<file path="src/rtl/core/fmso_pkg.sv">
// Shared types and constants of the FM sine operator.
// Used by every module of the block; depends on nothing else.
package fmso_pkg;

  localparam int PHASE_W           = 32;
  localparam int SAMPLE_W          = 16;
  localparam int ANGLE_TABLE_SIZE  = 24;
  localparam int SINE_ITERATIONS_DEF = 16;

  // CORDIC datapath width: the vector length stays close to 2^30.
  localparam int XY_W = 33;

  // 1/(2*pi) as an unsigned Q0.32 fraction; it fits in 30 bits.
  localparam int INV_W = 30;
  localparam logic [INV_W-1:0] INV_TWO_PI_Q32 = 30'd683565276;

  // Start value of x: the CORDIC gain K in Q2.30.
  localparam logic signed [XY_W-1:0] CORDIC_GAIN_Q30 = 33'sd652032874;

  // Rotation angles in Q0.32 turns.
  localparam logic [PHASE_W-1:0] ATAN_TURNS [ANGLE_TABLE_SIZE] = '{
    32'd536870912, 32'd316933406, 32'd167458907, 32'd85004756,
    32'd42667331,  32'd21354465,  32'd10679838,  32'd5340245,
    32'd2670163,   32'd1335087,   32'd667544,    32'd333772,
    32'd166886,    32'd83443,     32'd41722,     32'd20861,
    32'd10430,     32'd5215,      32'd2608,      32'd1304,
    32'd652,       32'd326,       32'd163,       32'd81
  };

  localparam logic [PHASE_W-1:0] QUARTER_TURN = 32'h4000_0000;
  localparam logic [PHASE_W-1:0] HALF_TURN    = 32'h8000_0000;
  localparam logic [PHASE_W-1:0] THREE_QUARTER_TURN = 32'hC000_0000;

  localparam logic signed [SAMPLE_W-1:0] SINE_MAX = 16'sd32767;
  localparam logic signed [SAMPLE_W-1:0] SINE_MIN = -16'sd32767;

  // Configuration register indexes; the last one selects no register.
  typedef enum logic [1:0] {
    REG_FM_ENABLE       = 2'd0,
    REG_FREQUENCY_RATIO = 2'd1,
    REG_MOD_INDEX       = 2'd2,
    REG_UNUSED          = 2'd3
  } fmso_reg_t;

  typedef struct packed {
    logic               fm_enable;
    logic [23:0]        frequency_ratio;
    logic signed [23:0] mod_index;
  } fmso_cfg_t;

  // One item on its way from the phase stages to the sine stages.
  typedef struct packed {
    logic               valid;
    logic               last;
    logic [PHASE_W-1:0] phase;
  } fmso_phase_t;

  // One finished result leaving the sine stages.
  typedef struct packed {
    logic                       valid;
    logic                       last;
    logic signed [SAMPLE_W-1:0] sine;
  } fmso_res_t;

endpackage

</file>
<file path="src/rtl/core/fmso_skid.sv">
// Output register and skid register of the FM sine operator; they part the
// pipeline from the result channel. Depends on fmso_pkg.
module fmso_skid
  import fmso_pkg::*;
(
  input  logic                       clk,
  input  logic                       rst,
  input  fmso_res_t                  res,
  input  logic                       out_ready,
  output logic                       held,
  output logic                       out_valid,
  output logic signed [SAMPLE_W-1:0] sine_out,
  output logic                       last_out
);

  logic                       skid_valid;
  logic signed [SAMPLE_W-1:0] skid_sine;
  logic                       skid_last;
  logic                       out_free;

  assign out_free = !out_valid || out_ready;
  assign held     = skid_valid;

  // With the skid register empty the pipeline moves, and the item leaving
  // its last stage goes to the output register if that is free, otherwise
  // into the skid register.
  always_ff @(posedge clk) begin
    if (rst) begin
      out_valid  <= 1'b0;
      skid_valid <= 1'b0;
    end else if (skid_valid) begin
      if (out_free) begin
        out_valid  <= 1'b1;
        skid_valid <= 1'b0;
      end
    end else if (out_free) begin
      out_valid <= res.valid;
    end else if (res.valid) begin
      skid_valid <= 1'b1;
    end
  end

  always_ff @(posedge clk) begin
    if (skid_valid) begin
      if (out_free) begin
        sine_out <= skid_sine;
        last_out <= skid_last;
      end
    end else if (out_free) begin
      sine_out <= res.sine;
      last_out <= res.last;
    end else begin
      skid_sine <= res.sine;
      skid_last <= res.last;
    end
  end

endmodule

</file>
<file path="config.mk">
export PLATFORM = sky130hd
export DESIGN_NAME = fmso_skid
export DESIGN_NICKNAME = d
export VERILOG_FILES = /design/src/rtl/core/fmso_pkg.sv /design/src/rtl/core/fmso_skid.sv
export SDC_FILE = /design/constraint.sdc
export NUM_CORES = 1
export LEC_CHECK = 0
export BUFFER_PORTS_ARGS = -buffer_cell sky130_fd_sc_hd__buf_2
export CORE_MARGIN = 4
export CORE_UTILIZATION = 25
export DETAILED_ROUTE_END_ITERATION = 8
export GPL_TIMING_DRIVEN = 0
export HOLD_SLACK_MARGIN = 0.1
export PLACE_DENSITY_LB_ADDON = 0.1
export REMOVE_ABC_BUFFERS = 1
export SETUP_SLACK_MARGIN = 0.4
export SYNTH_ARGS = -nofsm -noshare
export SYNTH_HDL_FRONTEND = slang
export SYNTH_SLANG_ARGS = --single-unit
</file>
<file path="constraint.sdc">
create_clock -name clk -period 3.7 [get_ports clk]
set_clock_uncertainty 0.15 [all_clocks]
set_input_delay 0.37 -clock clk [delete_from_list [all_inputs] [get_ports clk]]
set_output_delay 0.37 -clock clk [all_outputs]
set_load 0.01 [all_outputs]
</file>
==> qor.csv <==
stage;metric;value;unit
routing;wl_met1;1075;microns
synth;synthAdderAreaFrac;0;%
synth;ys_types;10;
worst_setup_path;crit_chain;buf_2;
die;core;5140;sq um
clock_tree;numCtsBuffers;5;
clock_tree;htree_num_levels;2;
power;irDropWorstVdd;0.2085;mV
synth;yosysWarnings;0;
sta;slew_viol_final;0;
global_route;track_usage;8.255;%
sta;fin_crit;2.155;ns
min_path;min_path_cells;1;
clock_tree;cts_resized;0;
synth;synth_top_family_by_area;multiplexers;
worst_setup_path;timing.rr.start;out_valid;
finish;diodes;0;
clock_tree;clkSlewWorstSetupHoldPaths;0.07;ns
routing;drt_iter0_markers;46;
die;die_area;6585;sq um
worst_setup_path;critPathCaptureType;output pin;
synth;synth_top_cell_area_share;76.33;%
die;ioPinCount;40;
global_route;antenna_found_initial;0;
run;cap_violations;0;
min_path;min_from;res[15];
worst_setup_path;critical_path_peak_fanout;20;
synth;yosys-top-cells-area;edfxtp_1 (76%), mux2_4 (9.0%), mux2_2 (7.6%), dfxtp_1 (3.0%), buf_12 (1.5%);
sta;hold_violations;0;
synth;netlist_area;1338;sq um
power;powerDensity;471.7;nW/um^2
worst_setup_path;arrival;1.63;ns
sta;holdWs;0.1241;ns
place;placed_area;1607;sq um
synth;synthArstFlopShare;0;%
synth;syn_avg_cell_area;22.29;sq um
synth;synth_edf_count;34;
routing;top_layer_used;met4;
global_route;grt_max_degree;21;
routing;wire_per_inst;13.77;microns
synth;synth-xor-area-share;0;%
worst_setup_path;critPathBufInv;1;
routing;met3_length;198;microns
outcome;status;completed;
sta;fin_tns_setup;0;ns
sta;max-slew-margin-rel;25.52;%
place;dp_hpwl;1555;microns
routing;drc_errors;0;
synth;synth_compound_area_share;0.3742;%
sta;rsz0062_at_grt;no;
sta;setup_viol;0;
global_route;grt_overflow_total;0;
place;io_buffers;39;
synth;yosys_most_used_dff;edfxtp_1;
die;die_h;81.15;microns
routing;routed_wl;2424;microns
power;p_leak;0.0006509;uW
worst_setup_path;critical_path_class;flip-flop to output pin;
clock_tree;cts_sinks;36;
routing;vias;698;
worst_setup_path;cp.required;3.18;ns
clock_tree;hold_buffers;1;
sta;max_freq;464.0;MHz
global_route;grt_pass1_vias;755;
synth;synth-seq-cells;36;
finish;fin_area;1693;sq um
synth;yosysMostFrequentCell;edfxtp_1;
synth;synth-seq-area-share;79.33;%
clock_tree;clk-insertion-delay-late;0.28;ns
finish;drive_above_1_share;59.43;%
finish;num-nets-final;127;
die;rows;26;
worst_setup_path;start_kind;flip-flop;
routing;routed_via_density;3.966;
worst_setup_path;max_stage_delay;1.06;ns
min_path;hold_class;input pin to flip-flop;
worst_setup_path;slowest_stage;dfxtp_1;
worst_setup_path;startpoint;held;
finish;post-route-util;32.94;%
die;dieWidth;81.15;microns
worst_setup_path;path_depth;1;
routing;final_antenna_net_count;0;
sta;min_period_over_period;58.24;%
worst_setup_path;crit_family;flip-flops;
synth;synthSimpleGateAreaFrac;1.403;%
worst_setup_path;reg2reg_depth;3;
global_route;grt_pass1_wl;3905;microns
synth;synthMuxAreaShare;16.56;%
synth;synth_largest_area_cell;edfxtp_1;
finish;fillers;536;
synth;synth_common_cells;edfxtp_1 (34), mux2_2 (9), mux2_4 (8), dfxtp_1 (2), nor2_1 (2);
routing;dr.pass1.iters;2;
clock_tree;clock-root-buffer;clkbuf_8;
clock_tree;cts_tree;done;
die;initial_core_util;26.02;%
sta;worst_slew_pin_slew;1.116;ns
finish;synthToLayoutAreaGrowth;26.57;%
routing;wl_met2;1113;microns
clock_tree;clockBufferDepth;2;
synth;synthCells;60;
place;routabilityCongestion;0.5680;
clock_tree;postCtsSetupBuffers;0;
==> logic make-up after synthesis <==
| kind of cell | count (synthesis) |
|---|---|
| compound gates | 1 |
| buf+inv | 2 |
| flops | 36 |
| mux | 17 |
| simple gates | 4 |
==> sequential cells by signal, summed over array words and instances, names as in the netlist <==
register and flops:
skid_last 1, held 1, out_valid 1, skid_sine 16, last_out 1, sine_out 16
==> metrics by stage <==
stage	cells	total power, uW	setup WS [ns]
global placement	167	549.0	0.5163
finish	176	798.6	1.545
global route	176	841.7	1.382
detailed placement	168	552.5	1.401
floorplan	58	516.6	1.465
CTS	176	814.7	1.462
==> cell usage in the layout, fill, tap and decap left out <==
cell type	n
nor2_1	1
nor2_2	1
mux2_2	9
clkbuf_8	5
buf_8	1
a21oi_1	1
mux2_4	8
clkbuf_1	2
nand2b_1	1
dfxtp_1	2
nor3_1	1
dlygate4sd3_1	1
edfxtp_1	34
buf_2	39
==> worst register-to-register path, delay by kind of cell, from the launching register on <==
kind	cells	cell delay, ns
AND/OR/NAND/NOR	2	1.00
buffers and inverters	1	0.22
flip-flops	1	0.33
==> report_power, final <==
part	internal, uW	switching (uW)
Clock	130	127
Combinational	32.8	30.2
Sequential	472	7.47
Total	634	164
==> worst paths after layout <==
check | end | slack, ns
setup / recovery | held | 1.55
hold / removal | skid_sine[15] | 0.12
setup reg to reg | skid_last | 1.70
hold reg to reg | sine_out[2] | 0.40
==> layout make-up <==
cell class	instances	area, sq um	share of cell area, %
sequential	36	1061	62.68
multi-input combinational	22	247.7	14.63
timing repair buffer	41	220.2	13.01
tap	70	87.58	5.174
clock buffer	7	76.32	4.509
==> routing by layer <==
| metal | up-vias | GRT usage, % |
|---|---|---|
| met2 | 31 | 13.05 |
| met5 | - | 0 |
| met1 | 335 | 9.916 |
| met4 | 0 | 3.547 |
| li1 | 325 | - |
| met3 | 7 | 3.326 |
No activity file was read; power rests on OpenSTA's default activity.
